## src/design/lspa_pkg.sv

```systemverilog
`timescale 1ns / 1ps
// ----------------------------------------------------------------------------
// Lifetime slot pool allocator package
// Shared payload types, controller state, broadcast controls and constants.
// ----------------------------------------------------------------------------
package lspa_pkg;

  // Field widths fixed by the transaction format.
  localparam int OP_W    = 1;
  localparam int LIFE_W  = 16;
  localparam int SLOT_W  = 6;
  localparam int LCNT_W  = 7;
  localparam int CAP_W   = 7;

  // Configuration port geometry.
  localparam int PADDR_W = 3;
  localparam int PDATA_W = 32;

  // Register indexes, taken from the word address.
  localparam logic [PADDR_W-3:0] REG_LIVE_CAP = '0;

  // Reset value of the live cap register.
  localparam logic [CAP_W-1:0] CAP_RESET = 7'd64;

  // Operation codes.
  localparam logic [OP_W-1:0] OP_SPAWN = 1'b0;
  localparam logic [OP_W-1:0] OP_TICK  = 1'b1;

  typedef struct packed {
    logic [OP_W-1:0]   op;
    logic [LIFE_W-1:0] life_ticks;
    logic [LIFE_W-1:0] tick_amount;
  } item_t;

  typedef struct packed {
    logic              granted;
    logic [SLOT_W-1:0] slot;
    logic              replaced_live;
    logic [LCNT_W-1:0] live_count;
  } result_t;

  typedef enum logic [1:0] {
    ST_IDLE,
    ST_SCAN,
    ST_COUNT
  } state_t;

  // Controls broadcast from the sequencer to every cell of the row.
  typedef struct packed {
    logic spawn;      // a spawn token is walking the ring
    logic overwrite;  // the token has gone full circle: take the slot it sits on
    logic ring_close; // feed the last cell's token back into the first cell
    logic tick;       // age every live slot this cycle
  } ctrl_t;

endpackage

```

## src/design/lspa_cell.sv

```systemverilog
`timescale 1ns / 1ps
// ----------------------------------------------------------------------------
// Slot cell
// Holds one slot (live bit, age, lifetime) and one stage of the token ring.
// ----------------------------------------------------------------------------
module lspa_cell #(
  parameter int AGE_BITS = 16,
  parameter int CNT_W    = 7,
  parameter int IDX_W    = 6,
  parameter int IDX      = 0
) (
  input  logic                   clk,
  input  logic                   rst,
  input  lspa_pkg::ctrl_t        ctrl,
  input  logic                   inject,
  input  logic [IDX_W-1:0]       inject_idx,
  input  logic [AGE_BITS-1:0]    life_in,
  input  logic [lspa_pkg::LIFE_W-1:0] amount,
  input  logic                   tok_in_vld,
  input  logic [CNT_W-1:0]       tok_in_cnt,
  output logic                   tok_out_vld,
  output logic [CNT_W-1:0]       tok_out_cnt,
  output logic                   claim,
  output logic                   claim_live,
  output logic                   tok_held
);
  import lspa_pkg::*;

  localparam int SUM_W = ((AGE_BITS > LIFE_W) ? AGE_BITS : LIFE_W) + 1;
  localparam logic [SUM_W-1:0] AGE_MAX = {{(SUM_W-AGE_BITS){1'b0}}, {AGE_BITS{1'b1}}};

  logic                live;
  logic [AGE_BITS-1:0] age;
  logic [AGE_BITS-1:0] life;
  logic                tok_vld;
  logic [CNT_W-1:0]    tok_cnt;

  logic                inject_hit;
  logic [SUM_W-1:0]    age_sum;
  logic [AGE_BITS-1:0] age_sat;

  // A spawn token stops here when it finds a free slot, or when it has gone round.
  assign inject_hit  = inject && (inject_idx == IDX_W'(IDX));
  assign claim       = tok_vld && ctrl.spawn && (!live || ctrl.overwrite);
  assign claim_live  = claim && live;
  assign tok_held    = tok_vld;

  // A passing token also accumulates the live count of the cells it visits.
  assign tok_out_vld = tok_vld && !claim;
  assign tok_out_cnt = tok_cnt + CNT_W'(live);

  // Saturating age update for a tick.
  always_comb begin
    age_sum = SUM_W'(age) + SUM_W'(amount);
    age_sat = (age_sum > AGE_MAX) ? AGE_MAX[AGE_BITS-1:0] : age_sum[AGE_BITS-1:0];
  end

  // Control state: live bit and token presence.
  always_ff @(posedge clk) begin
    if (rst) begin
      live    <= 1'b0;
      tok_vld <= 1'b0;
    end else begin
      tok_vld <= inject_hit || tok_in_vld;
      if (claim) begin
        live <= 1'b1;
      end else if (ctrl.tick && live && (age_sat >= life)) begin
        live <= 1'b0;
      end
    end
  end

  // Slot payload and token count.
  always_ff @(posedge clk) begin
    tok_cnt <= inject_hit ? '0 : tok_in_cnt;
    if (claim) begin
      age  <= '0;
      life <= life_in;
    end else if (ctrl.tick && live) begin
      age <= age_sat;
    end
  end

endmodule

```

## config.mk

```make
export PLATFORM = sky130hd
export DESIGN_NAME = lspa_cell
export DESIGN_NICKNAME = d
export VERILOG_FILES = /design/src/design/lspa_pkg.sv /design/src/design/lspa_cell.sv
export SDC_FILE = /design/constraint.sdc
export NUM_CORES = 1
export LEC_CHECK = 0
export ABC_CLOCK_PERIOD_IN_PS = 6820
export BUFFER_PORTS_ARGS = -buffer_cell sky130_fd_sc_hd__buf_4
export CAP_MARGIN = 20
export CORE_MARGIN = 2
export CORE_UTILIZATION = 24
export DETAILED_ROUTE_END_ITERATION = 6
export GPL_ROUTABILITY_DRIVEN = 0
export GPL_TIMING_DRIVEN = 0
export PLACE_DENSITY = 0.38
export SLEW_MARGIN = 20
export SYNTH_ARGS = -nofsm -noshare
export SYNTH_HDL_FRONTEND = slang
export SYNTH_SLANG_ARGS = --single-unit
export TNS_END_PERCENT = 20
```

## constraint.sdc

```tcl
create_clock -name clk -period 6.82 [get_ports clk]
set_input_delay 1.023 -clock clk [delete_from_list [all_inputs] [get_ports clk]]
set_output_delay 1.023 -clock clk [all_outputs]
set_load 0.01 [all_outputs]
```

* Word level (Yosys, flattened, before mapping) *
Cells that the tools add are included.

word-level totals
  input port bits = 53
  output and inout bits = 11
  bits in registers = 41
  bits in read-only memories = 0
  word-level logic and storage cells = 25
  RAM bits = 0
  memories kept = 0
  bits in latches = 0

cells by class
  add/sub/neg operators = 2
  reductions and logical operators = 13
  mux-type cells = 3
  divide/modulo/power cells = 0
  shift-type cells = 0
  multiply operators = 0
  equal/unequal tests = 0
  bitwise operators = 0
  order comparisons = 2

operators with widths
  kind                  count
  $add 16x16->17        1
  $gt 17x16->1 const B  1
  $ge 16x16->1          1
  $mux 16               1
  $add 7x1->7           1
  $logic_and 1x1->1     7
  $logic_not 6->1       1
  $logic_not 1->1       2
  $logic_or 1x1->1      2
  $mux 1                2
  $reduce_bool 2->1     1

* Longest topological paths before layout *
  depth in word-level cells = 7
  depth in mapped cells = 16
  mapped depth without buffers = 16

* Least setup slack after synthesis *
No wires, ideal clock.

  kind = input port to flip-flop
  from = in amount[0] in the netlist's numbering
  to = reg live
  path buffers = 1
  arrival time = 3.859 ns
  setup slack = 2.875 ns
  data required time = 6.734 ns
  library setup time = 0.086 ns
  stages = 14
  path through = ha_1 > inv_1 > fa_1 > nor2b_4 > o31a_1 > o41a_1 > a41oi_2 > buf_4 > nand2_1 > ha_1 > a21o_1 > a2111oi_0 > o21ai_0 > a211oi_1

between the ends
  cells in the longest elaborated chain, start to end = 6

ends and longest elaborated chain
  what                           line             source
  from (decl)                    lspa_cell.sv:18  input logic [lspa_pkg::LIFE_W-1:0] amount,
  $add 16x16->17 *               lspa_cell.sv:54  age_sum = SUM_W'(age) + SUM_W'(amount);
  $gt 17x16->1                   lspa_cell.sv:55  age_sat = (age_sum > AGE_MAX) ? AGE_MAX[AGE_BITS-1:0] : age_sum[AGE_BITS-1:0];
  $mux 16 *                      lspa_cell.sv:55
  named net age_sat[10]          lspa_cell.sv:40  logic [AGE_BITS-1:0] age_sat;
  $ge 16x16->1 *                 lspa_cell.sv:67  end else if (ctrl.tick && live && (age_sat >= life)) begin
  $logic_and 1x1->1 *            lspa_cell.sv:67
  $reduce_bool 2->1 (no line) *  --
  to (signal assigned)           lspa_cell.sv:61  live <= 1'b0;
  to (signal assigned)           lspa_cell.sv:66  live <= 1'b1;
  to (signal assigned)           lspa_cell.sv:68  live <= 1'b0;
  to (decl)                      lspa_cell.sv:32  logic live;

Mark *: on every way through the listed nets, which the timed path passes. The rest lies on a longest branch.
A chain may end at the register's enable or synchronous reset.

* Final worst setup path *
Same ends and word-level chain as after synthesis.

==> impl_results.md <==
* Status: finished clean
* Core region area at 10,900 um^2
* Synth unique cells at 43
* Post-CTS Setup Repair Bufs at 0
* Antenna cells at 0
* Number of I/O pins at 64
* Clk root buf: clkbuf_8
* Slew @ Worst Pin at 0.844 ns
* Post-layout util at 0.314
* Post-placement cell count at slightly below 500
* Simple-gate area share of the yosys netlist at 0.150
* Pwr/cell area at 287 nW/um^2
* CTS resizes at 0
* Cell Chain, Critical Path: buf_4 -> ha_1 -> inv_1 -> fa_1 -> nor2b_4 -> o31a_1 -> o41a_1 -> a41o_1 -> nor2_1 -> inv_1 -> ha_1 -> a21oi_1 -> nor2b_1 -> a2111oi_0 -> o21ai_0 -> a211oi_1
* Worst R2R End: live
* ANT nets after route at 0
* Mapped Area at 2690 um^2
* # rows at 38
* Largest family of logic cells by synthesized area: compound AO/OA/AOI/OAI gates
* Largest area contributor in the netlist: dfxtp_1
* TritonCTS Buffers at 5
* Post-Route WL at 6490 um
* CP max FO at 7
* DRC Markers at 0
* Static leakage at 1.52 nW
* Final Cycle Share at 0.611
* Final Skew at 0.00693 ns
* Layout fillers at 1,118
* Routed length per instance at 12.9 um
* Synth Area in Compound Gates at 0.209
* Mux contribution to synthesized area at 0.00372
* Setup slack, reg-to-reg at 3.18 ns
* Worst Reg-to-Reg Cells at 15
* Commonest cells after routing, fill and taps aside: 64 x buf_4, 34 x ha_1, 30 x nor2_1
* Reg2reg start: age[0]
* CTS Hold Bufs at 0
* Final Power at between 0.0009 and 0.001 W
* Chip Height at 110 um
* Fin. max-slew vios at 0
* Register bit count reported by yosys at 41
* Layout Area Growth over Synthesis at 26.8%
* Post-synthesis xor/xnor area fraction at 0.0553
* Setup crit end kind: flip-flop
* Sink Count at 41
* Routed via count at 2,244
* EDFF count, synth at 16
* CP startpoint: amount[0]
* CTS max path bufs at 2
* Crit Path Class: in -> reg
* Adder-Cell Fraction of Synth Area at 0.165
* Post-DR vias/cell at 4.45
* Slew Limit Headroom at 0.435
* Net Count, Synth at roughly 380
* H-tree depth at 2
* Hold Vio Cnt, Final at 0
* CP max stage delay at 0.46 ns
* CTS tree: yes
* Initial Utilization at 0.247
* Slowest cell on crit path: o41a_1
* Final std cells w/o fill at about 500
* Largest cells by area after synthesis: dfxtp_1 19%, edfxtp_1 18%, ha_1 16%
* Min-delay worst type: reg -> reg
* Sequential share of the synthesized area at 0.364
* Worst EP required at 7.02 ns
* RSZ-0062 raised after global routing: false
* Worst Setup EP: live
* GR Overflow Total at 0
* Largest net degree at the start of global routing at 27
* Tot GR Track Use at 0.117
* DRT Pass-1 Iters at 4
* Type of origin of the critical path: input pin
* Dpl hpwl at 5270 um
* Skew-Pair Late Insertion Delay at 0.29 ns
* Drt initial violations at 46
* Syn Area/Cell at 9.16 um^2
* Max_cap viols at 0
* NumNets Final at approximately 450
* VDD IR max at 0.0849 mV
* Worst path arrival time at 4.37 ns
* Post-synth top area share at 0.186
* Final worst path period need at 4.17 ns
* F_max at 240 MHz
* Die Wd at roughly 110 um
* Initial antenna violation count at 0
* First-pass GRT wire length at 11,100 um
* Setup TNS at 0 ns
* Share of synthesized flip-flops with an asynchronous set or reset at 0
* Top FF cell, synth: dfxtp_1
* Commonest non-fill, non-tap cell in the layout: buf_4
* Setup violators final at 0
* Syn Inst Count at 294
* Clock transition at the registers of the reported paths at about 0.08 ns
* Die area at between 10,000 and 15,000 um^2
* PortBufs at 62
* Layout cells sized above 1 at 0.203
* Number of global-route vias before repair at 2,281
* Syn. warnings at 0
-- Yosys cell counts (all sizes together) (2+ instances only) --
master,n
ha,34
nor2,30
dfxtp,25
inv,25
a21oi,20
a211oi,17
nand2,17
edfxtp,16
and2,12
xnor2,11
a21o,10
o21ai,10
clkbuf,8
nand3,7
xor2,6
o21a,5
nor2b,4
nor3,4
a311oi,3
nand2b,3
o211ai,3
a21bo,2
and3,2
buf,2
-- cell families (layout without fill, tap and decap cells) --
kind of cell             Yosys count  after routing
AO/OA/AOI/OAI                     81             81
XOR/XNOR                          17             17
multiplexers                       1              1
AND/OR/NAND/NOR                   84             84
flip-flops                        41             41
adder cells (fa/ha/maj)           35             35
buffers and inverters             35            105
-- area by class of cell --
class / count / area [um^2] / area share
Timing Repair Buffer: 62 / 465 / 0.136
Clock buffer: 8 / 80.1 / 0.0234
Multi-Input combinational cell: 218 / 1570 / 0.461
Buffer: 10 / 46.3 / 0.0136
Inverter: 25 / 93.8 / 0.0275
Sequential cell: 41 / 981 / 0.287
Tap cell: 140 / 175 / 0.0513
-- layer usage --
layer  vias to the layer above  wire [um]  track usage
met5                         -          0            0
met4                         0         62       0.0325
met3                         6        368       0.0267
met2                        57       2820        0.183
met1                       989       3230        0.161
li1                       1192          -            -
-- sequential cells by signal, indices dropped and copies added (netlist names) --
name	count
age	16
life	16
live	1
tok_cnt	7
tok_held	1
-- worst min path at each step --
stage | startpoint | to | cells after the start
2_1_floorplan | age[3] | age[3] | 2
3_3_place_gp | age[0] | age[0] | 2
3_5_place_dp | age[3] | age[3] | 2
4_1_cts | age[3] | age[3] | 2
5_1_grt | age[3] | age[3] | 2
6_report | age[0] | age[0] | 2
-- where the power goes --
group          switching (W)  internal [W]
Sequential         0.0000206      0.000288
Clock              0.0000822     0.0000729
Combinational       0.000282      0.000235
-- worst max-delay path, delay by kind of cell --
kind | cells | cell delay, ns
AND/OR/NAND/NOR | 3 | 0.33
AO/OA/AOI/OAI | 7 | 2.04
adder cells (fa/ha/maj) | 3 | 0.74
buffers and inverters | 3 | 0.25
-- per-stage QoR --
step / hold WS (ns) / setup WS [ns] / instance area, um^2
3_3_place_gp: 0.496 / 2.32 / 3330
6_report: 0.506 / 2.65 / 3420
4_1_cts: 0.510 / 2.58 / 3420
3_5_place_dp: 0.499 / 2.27 / 3340
5_1_grt: 0.528 / 2.31 / 3420
2_1_floorplan: 0.479 / 2.88 / 2690
Note: power is estimated with default switching activity, not from simulation.
