`src/design/lspa_pkg.sv`:
```
`timescale 1ns / 1ps
// ----------------------------------------------------------------------------
// Lifetime slot pool allocator package
// Shared payload types, controller state, broadcast controls and constants.
// ----------------------------------------------------------------------------
package lspa_pkg;

  // Field widths fixed by the transaction format.
  localparam int OP_W    = 1;
  localparam int LIFE_W  = 16;
  localparam int SLOT_W  = 6;
  localparam int LCNT_W  = 7;
  localparam int CAP_W   = 7;

  // Configuration port geometry.
  localparam int PADDR_W = 3;
  localparam int PDATA_W = 32;

  // Register indexes, taken from the word address.
  localparam logic [PADDR_W-3:0] REG_LIVE_CAP = '0;

  // Reset value of the live cap register.
  localparam logic [CAP_W-1:0] CAP_RESET = 7'd64;

  // Operation codes.
  localparam logic [OP_W-1:0] OP_SPAWN = 1'b0;
  localparam logic [OP_W-1:0] OP_TICK  = 1'b1;

  typedef struct packed {
    logic [OP_W-1:0]   op;
    logic [LIFE_W-1:0] life_ticks;
    logic [LIFE_W-1:0] tick_amount;
  } item_t;

  typedef struct packed {
    logic              granted;
    logic [SLOT_W-1:0] slot;
    logic              replaced_live;
    logic [LCNT_W-1:0] live_count;
  } result_t;

  typedef enum logic [1:0] {
    ST_IDLE,
    ST_SCAN,
    ST_COUNT
  } state_t;

  // Controls broadcast from the sequencer to every cell of the row.
  typedef struct packed {
    logic spawn;      // a spawn token is walking the ring
    logic overwrite;  // the token has gone full circle: take the slot it sits on
    logic ring_close; // feed the last cell's token back into the first cell
    logic tick;       // age every live slot this cycle
  } ctrl_t;

endpackage

```
`src/design/lspa_ctrl.sv`:
```
`timescale 1ns / 1ps
// ----------------------------------------------------------------------------
// Pool sequencer
// Accepts transactions, launches tokens into the cell ring, collects results.
// ----------------------------------------------------------------------------
module lspa_ctrl #(
  parameter int SLOTS    = 64,
  parameter int AGE_BITS = 16,
  parameter int IDX_W    = 6,
  parameter int CNT_W    = 7
) (
  input  logic                       clk,
  input  logic                       rst,
  input  logic                       item_valid,
  output logic                       item_stall,
  input  lspa_pkg::item_t            item,
  output logic                       result_valid,
  input  logic                       result_stall,
  output lspa_pkg::result_t          result,
  input  logic [lspa_pkg::CAP_W-1:0] live_cap,
  output lspa_pkg::ctrl_t            bcast,
  output logic                       inject,
  output logic [IDX_W-1:0]           inject_idx,
  output logic [AGE_BITS-1:0]        life,
  input  logic                       claim_any,
  input  logic                       claim_live,
  input  logic                       cnt_vld,
  input  logic [CNT_W-1:0]           cnt_val
);
  import lspa_pkg::*;

  localparam int STEP_W = $clog2(SLOTS + 1);
  localparam int CMP_W  = (CNT_W > CAP_W) ? CNT_W : CAP_W;
  localparam int SUM_W  = ((AGE_BITS > LIFE_W) ? AGE_BITS : LIFE_W) + 1;
  localparam logic [SUM_W-1:0] AGE_MAX = {{(SUM_W-AGE_BITS){1'b0}}, {AGE_BITS{1'b1}}};

  state_t              state, state_next;
  logic [IDX_W-1:0]    cursor, cursor_next;
  logic [IDX_W-1:0]    pos, pos_next;
  logic [STEP_W-1:0]   steps, steps_next;
  logic [CNT_W-1:0]    live_total, live_total_next;
  logic [AGE_BITS-1:0] life_next;
  result_t             res_hold, res_hold_next;
  logic                res_full, res_full_next;
  logic                result_valid_next;
  result_t             result_next;

  logic                accept;
  logic                is_spawn;
  logic                below_cap;
  logic [SUM_W-1:0]    life_ext;
  logic [IDX_W-1:0]    pos_wrap;
  logic [CNT_W-1:0]    total_grant;

  assign item_stall  = (state != ST_IDLE) || res_full;
  assign accept      = item_valid && !item_stall;
  assign is_spawn    = (item.op == OP_SPAWN);
  assign below_cap   = CMP_W'(live_total) < CMP_W'(live_cap);
  assign life_ext    = SUM_W'(item.life_ticks);
  assign pos_wrap    = (pos == IDX_W'(SLOTS - 1)) ? '0 : pos + 1'b1;
  assign total_grant = live_total + CNT_W'(!claim_live);

  // Broadcast controls and token injection.
  always_comb begin
    bcast.spawn      = (state == ST_SCAN);
    bcast.overwrite  = (steps == STEP_W'(SLOTS));
    bcast.ring_close = (state == ST_SCAN);
    bcast.tick       = accept && !is_spawn;
    inject           = accept && (!is_spawn || below_cap);
    inject_idx       = is_spawn ? cursor : '0;
  end

  // Next state, result capture and output register hand-over.
  always_comb begin
    state_next        = state;
    cursor_next       = cursor;
    pos_next          = pos;
    steps_next        = steps;
    live_total_next   = live_total;
    life_next         = life;
    res_hold_next     = res_hold;
    res_full_next     = res_full;
    result_valid_next = result_valid;
    result_next       = result;

    // Move a finished result into the output register when it is free.
    if (res_full && (!result_valid || !result_stall)) begin
      result_next       = res_hold;
      result_valid_next = 1'b1;
      res_full_next     = 1'b0;
    end else if (result_valid && !result_stall) begin
      result_valid_next = 1'b0;
    end

    case (state)
      ST_IDLE: begin
        if (accept) begin
          if (is_spawn && below_cap) begin
            state_next = ST_SCAN;
            pos_next   = cursor;
            steps_next = '0;
            life_next  = (life_ext > AGE_MAX) ? AGE_MAX[AGE_BITS-1:0]
                                              : life_ext[AGE_BITS-1:0];
          end else if (is_spawn) begin
            // Refused spawn: nothing changes.
            res_hold_next.granted       = 1'b0;
            res_hold_next.slot          = '0;
            res_hold_next.replaced_live = 1'b0;
            res_hold_next.live_count    = LCNT_W'(live_total);
            res_full_next               = 1'b1;
          end else begin
            state_next = ST_COUNT;
          end
        end
      end
      ST_SCAN: begin
        if (claim_any) begin
          live_total_next             = total_grant;
          cursor_next                 = pos_wrap;
          res_hold_next.granted       = 1'b1;
          res_hold_next.slot          = SLOT_W'(pos);
          res_hold_next.replaced_live = claim_live;
          res_hold_next.live_count    = LCNT_W'(total_grant);
          res_full_next               = 1'b1;
          state_next                  = ST_IDLE;
        end else begin
          pos_next   = pos_wrap;
          steps_next = steps + 1'b1;
        end
      end
      ST_COUNT: begin
        if (cnt_vld) begin
          live_total_next             = cnt_val;
          res_hold_next.granted       = 1'b0;
          res_hold_next.slot          = '0;
          res_hold_next.replaced_live = 1'b0;
          res_hold_next.live_count    = LCNT_W'(cnt_val);
          res_full_next               = 1'b1;
          state_next                  = ST_IDLE;
        end
      end
      default: begin
        state_next = ST_IDLE;
      end
    endcase
  end

  // Control registers.
  always_ff @(posedge clk) begin
    if (rst) begin
      state        <= ST_IDLE;
      cursor       <= '0;
      pos          <= '0;
      steps        <= '0;
      live_total   <= '0;
      res_full     <= 1'b0;
      result_valid <= 1'b0;
    end else begin
      state        <= state_next;
      cursor       <= cursor_next;
      pos          <= pos_next;
      steps        <= steps_next;
      live_total   <= live_total_next;
      res_full     <= res_full_next;
      result_valid <= result_valid_next;
    end
  end

  // Payload registers.
  always_ff @(posedge clk) begin
    life     <= life_next;
    res_hold <= res_hold_next;
    result   <= result_next;
  end

endmodule

```
`config.mk`:
```
export PLATFORM = sky130hd
export DESIGN_NAME = lspa_ctrl
export DESIGN_NICKNAME = d
export VERILOG_FILES = /design/src/design/lspa_pkg.sv /design/src/design/lspa_ctrl.sv
export SDC_FILE = /design/constraint.sdc
export NUM_CORES = 1
export LEC_CHECK = 0
export BUFFER_PORTS_ARGS = -buffer_cell sky130_fd_sc_hd__buf_2
export CORE_MARGIN = 1
export CORE_UTILIZATION = 56
export CTS_CLUSTER_DIAMETER = 30
export DETAILED_ROUTE_END_ITERATION = 12
export PLACE_DENSITY = 0.84
export SETUP_SLACK_MARGIN = 0.1
export SKIP_CTS_REPAIR_TIMING = 1
export SYNTH_ARGS = -nofsm -noshare
export SYNTH_HDL_FRONTEND = slang
export SYNTH_SLANG_ARGS = --single-unit
```
`constraint.sdc`:
```
create_clock -name clk -period 3.55 [get_ports clk]
set_input_delay 0.1775 -clock clk [delete_from_list [all_inputs] [get_ports clk]]
set_output_delay 0.1775 -clock clk [all_outputs]
set_load 0.01 [all_outputs]
```
# Word level (Yosys, flattened, before mapping)

Cells that the tools add are included.

Reductions and logical operators: 25
Equal/unequal tests: 12
Bitwise logic cells: 1
Muxes and demuxes: 34
Add/sub/neg operators: 3
Order comparisons: 2

Operators with widths:

| kind                 | number |
|---|---|
| $mux 15              | 5 |
| $pmux 15 s3          | 1 |
| $mux 7               | 5 |
| $mux 6               | 5 |
| $pmux 7 s2           | 2 |
| $gt 16x16->1 const B | 1 |
| $ne 2x2->1 const B   | 6 |
| $pmux 6 s2           | 1 |
| $mux 2               | 5 |
| $mux 1               | 8 |
| $reduce_and 4->1     | 2 |
| $reduce_bool 2->1    | 4 |
| $add 7x1->7          | 1 |
| $add 7x1->7 const B  | 1 |
| $eq 7x7->1 const B   | 1 |
| $lt 7x7->1           | 1 |
| $add 6x1->6 const B  | 1 |
| $eq 6x6->1 const B   | 1 |
| $logic_and 1x1->1    | 6 |
| $pmux 2 s3           | 1 |
| $reduce_and 3->1     | 2 |
| $reduce_and 6->1     | 1 |
| $logic_not 1->1      | 4 |
| $logic_or 1x1->1     | 3 |
| 9 further kinds      | 9 |

Bits in registers: 76
Logic and storage cells: 93
Bits of input ports: 54
Output and inout port bits: 44

# Depth between registers and ports, before layout

Depth in word-level cells: 8
Gate-level depth with buffers: 8

# Worst setup path after synthesis

No wires, ideal clock.

Path kind: register -> register
Start: register state[1]
End: register res_hold[0] in the netlist's numbering, enable pin
Slack: 1.143 ns
Path buffers: 1
Data arrival time: 2.019 ns
Cell stages (with the launch flop): 7
Cell sequence: dfxtp_1 -> inv_1 -> ha_1 -> clkbuf_1 -> nor2b_1 -> a21oi_1 -> nor2b_1

Longest elaborated chain between the ends: 6
Elaborated cells on any way between the ends: 14
Those cells by class: 7 x eq/ne; 7 x reduce/logical

Ends and longest elaborated chain:

| what                         | RTL line         | RTL |
|---|---|---|
| start: declaration           | lspa_ctrl.sv:37  | `state_t state, state_next;` |
| start signal: assignment     | lspa_ctrl.sv:159 | `state <= state_next;` |
| $reduce_bool 2->1            | lspa_ctrl.sv:55  | `assign item_stall = (state != ST_IDLE) \|\| res_full;` |
| $logic_or 1x1->1             | lspa_ctrl.sv:55  |  |
| $logic_not 1->1              | lspa_ctrl.sv:56  | `assign accept = item_valid && !item_stall;` |
| $logic_and 1x1->1            | lspa_ctrl.sv:56  |  |
| $ne 2x2->1 (no line)         | --               |  |
| $reduce_and 6->1 (no line) * | --               |  |
| end signal: assignment       | lspa_ctrl.sv:172 | `res_hold <= res_hold_next;` |
| end: declaration             | lspa_ctrl.sv:43  | `result_t res_hold, res_hold_next;` |

Every way passes the cells marked *; elsewhere a longest branch is shown, timed or not.
A chain may end at the register's enable or synchronous reset.

# Worst setup path after layout

Start: register live_total[6]
End: register res_hold[12] in the netlist's numbering, enable pin

Longest elaborated chain between the ends: 4

Ends and longest elaborated chain:

| what                       | RTL line         | RTL |
|---|---|---|
| start: declaration         | lspa_ctrl.sv:41  | `logic [CNT_W-1:0] live_total, live_total_next;` |
| start signal: assignment   | lspa_ctrl.sv:163 | `live_total <= live_total_next;` |
| $lt 7x7->1                 | lspa_ctrl.sv:58  | `assign below_cap = CMP_W'(live_total) < CMP_W'(live_cap);` |
| $logic_and 1x1->1          | lspa_ctrl.sv:98  | `if (is_spawn && below_cap) begin` |
| $ne 2x2->1 (no line)       | --               |  |
| $reduce_and 6->1 (no line) | --               |  |

No other way between the ends.

==> flow_summary.json <==
{
  "critical_path_class": "flip-flop to flip-flop",
  "dieArea_um2": 6890,
  "core_area_um2": 6350,
  "portBuffers": 81,
  "std_cell_rows": 29,
  "power_density_nw_per_um2": 464,
  "route.detailed.drc": 0,
  "dr.pass1.iters": 6,
  "hold_class": "input port to flip-flop",
  "path_clk_slew_ns": 0.08,
  "via_count": 3020,
  "drtIter0Drc": 213,
  "critPathLaunchType": "flip-flop",
  "async_flop_share_pct": 0,
  "syn_to_final_growth_pct": 22.2,
  "synth-seq-cells": 76,
  "report.final.slew_viol_count": 0,
  "io_pins": 98,
  "timing.final.crit_share_pct": 79.6,
  "synth_xor_area_share_pct": 1.19,
  "synth_edf_count": 46,
  "avgSynthCellArea_um2": 10.9,
  "start_util_pct": 57.9,
  "seq_area_frac_synth_pct": 53.9,
  "synth_top_area_share_pct": 37.6,
  "critical_path.startpoint": "live_total[6]$_SDFFE_PP0P_",
  "antenna_found_initial": 0,
  "tritoncts": "done",
  "layout.nets": 503,
  "yosys.area.top_type": "edfxtp_1",
  "clock_path_buffers": 2,
  "ys.flop_type": "edfxtp_1",
  "gp_congestion": 0.811,
  "yosys.area_share.simple_pct": 14.6,
  "final_common_cell": "buf_2",
  "htree_levels": 3,
  "ant_nets": 0,
  "die_w_um": 83.0,
  "setup-violations-final": 0,
  "fin_crit_ns": 2.83,
  "grt_pass1_vias": 2811,
  "synth_compound_gate_area_share_pct": 17.1,
  "final_cell_mix": "buf_2 (81), edfxtp_1 (46), dfxtp_1 (30)",
  "fp.dieH_um": 83.0,
  "hp-start": "item[17]",
  "netlist_top_cells_area": "edfxtp_1 (38%), dfxtp_1 (16%), ha_1 (5.1%)",
  "syn_area_um2": 3680,
  "crit_fanout": 15,
  "cap_violations": 0,
  "endpoint_kind": "flip-flop",
  "synth_cell_types": 55,
  "yosysWarnings": 0,
  "dp_hpwl_um": 5590,
  "synthAdderAreaFrac_pct": 5.11,
  "worstSkewPairLatency_ns": 0.36,
  "status": "finished, final reports clean",
  "synth_nets": 406,
  "skew_ns": 0.0114,
  "p_leak_nw": 1.82,
  "via_per_inst": 5.85,
  "root_buffer": "clkbuf_8",
  "wirelength_um": 8280,
  "finalPower_mw": 2.08,
  "hold_viol": 0,
  "wire_per_inst_um": 16.1,
  "clock_sinks": 76,
  "setup-tns-final_ns": 0,
  "grt_pass1_wl_um": 13000,
  "antennaDiodeCount": 0,
  "tightestPinTransition_ns": 1.23,
  "grt_setup_unrepaired": "false",
  "r2r_start": "live_total[6]$_SDFFE_PP0P_",
  "cts-buffers-inserted": 9,
  "synth_top_family_by_area": "compound AO/OA/AOI/OAI gates",
  "drive_above_1_share_pct": 26.0,
  "cp.arrival_ns": 2.79,
  "grtUsageTotal_pct": 23.6,
  "ir_worst_vdd_mv": 0.351,
  "cp_data_required_time_ns": 3.52,
  "grt_start_max_net_pins": 32,
  "relSlewSlack_pct": 18.2,
  "fmax_mhz": 354,
  "synth_mux_area_share_pct": 4.08,
  "grt_overflow_total": 0,
  "syn-instance-count": 337
}
[cells in the mapped netlist, drive strengths merged (2+ instances only)]
cell type and number:
clkbuf 12, a31oi 3, a21boi 2, a22oi 5, a21o 3, o211a 3
a211o 2, buf 4, nand2 20, a211oi 5, and2 7, inv 20
a22o 2, nor3 2, o211ai 6, a221oi 3, nand4 3, nor2b 9
a21oi 21, dfxtp 30, nand3 19, o31ai 5, a32oi 2, edfxtp 46
and3 3, nor3b 3, nor2 26, ha 15, nand3b 6, xnor2 4
nand2b 4, mux2i 15, o21ai 17, a2111oi 2
[sequential cells by signal, indices dropped and copies added (netlist names)]
name and flops:
cursor 6, life 16, live_total 7, pos 6
res_full 1, res_hold 15, result 15, result_valid 1
state 2, steps 7
[layout make-up]
class                   instances  area, um^2
flip-flops and latches         76        1980
clock inverters                 7        65.1
fillers                       454        1860
multi-input cells             224        1550
repair buffers                102         601
inverters                      21        78.8
well taps                      77        96.3
clock buffers                   9         124
[cell families after synthesis]
family          after synthesis
compound gates               85
xor+xnor                      5
fa+ha+maj                    15
buf+inv                      37
flops                        76
mux                          15
simple gates                104
[power by group]
part           switching, mW  internal [mW]  total [mW]
clock                  0.357          0.271       0.628
combinational          0.250          0.164       0.414
sequential            0.0394           1.00        1.04
[path summary, 6_finish.rpt]
check | endpoint | slack, ns | cells past startpoint
min | life[1]$_DFFE_PP_ | 0.01 | 1
max | res_hold[12]$_DFFE_PP_ | 0.72 | 6
max reg2reg | res_hold[12]$_DFFE_PP_ | 0.72 | 6
min reg2reg | result[10]$_DFFE_PP_ | 0.42 | 0
[routing by layer]
metal	part of all wire, %	track usage, %	up-vias	wire length, um
li1	-	-	1434	-
met1	41	30.8	1417	3370
met2	50	37.5	145	4110
met3	6.7	5.37	24	551
met4	3.0	10.8	0	252
met5	0	0	-	0
[per-stage QoR]
step / instances / setup WS (ns) / area [um^2] / util, % / hold slack (ns)
final: 516 / 0.725 / 4490 / 70.8 / 0.0133
after detailed placement: 485 / 0.747 / 4150 / 65.4 / 0.356
after CTS: 501 / 0.734 / 4340 / 68.4 / -0.0252
after global routing: 516 / 0.566 / 4490 / 70.8 / 0.00175
after floorplan: 337 / 1.14 / 3680 / - / 0.276
after global placement: 485 / 0.921 / 4150 / 65.4 / 0.355
[critical path, cell delays in order (launching register included)]
cell,delay [ns]
dfxtp_1,0.36
ha_1,0.38
and2_4,0.20
nand3_2,0.13
o21ai_2,0.28
a22oi_1,0.13
nor2b_1,0.96
No activity file was read; power rests on OpenSTA's default activity.
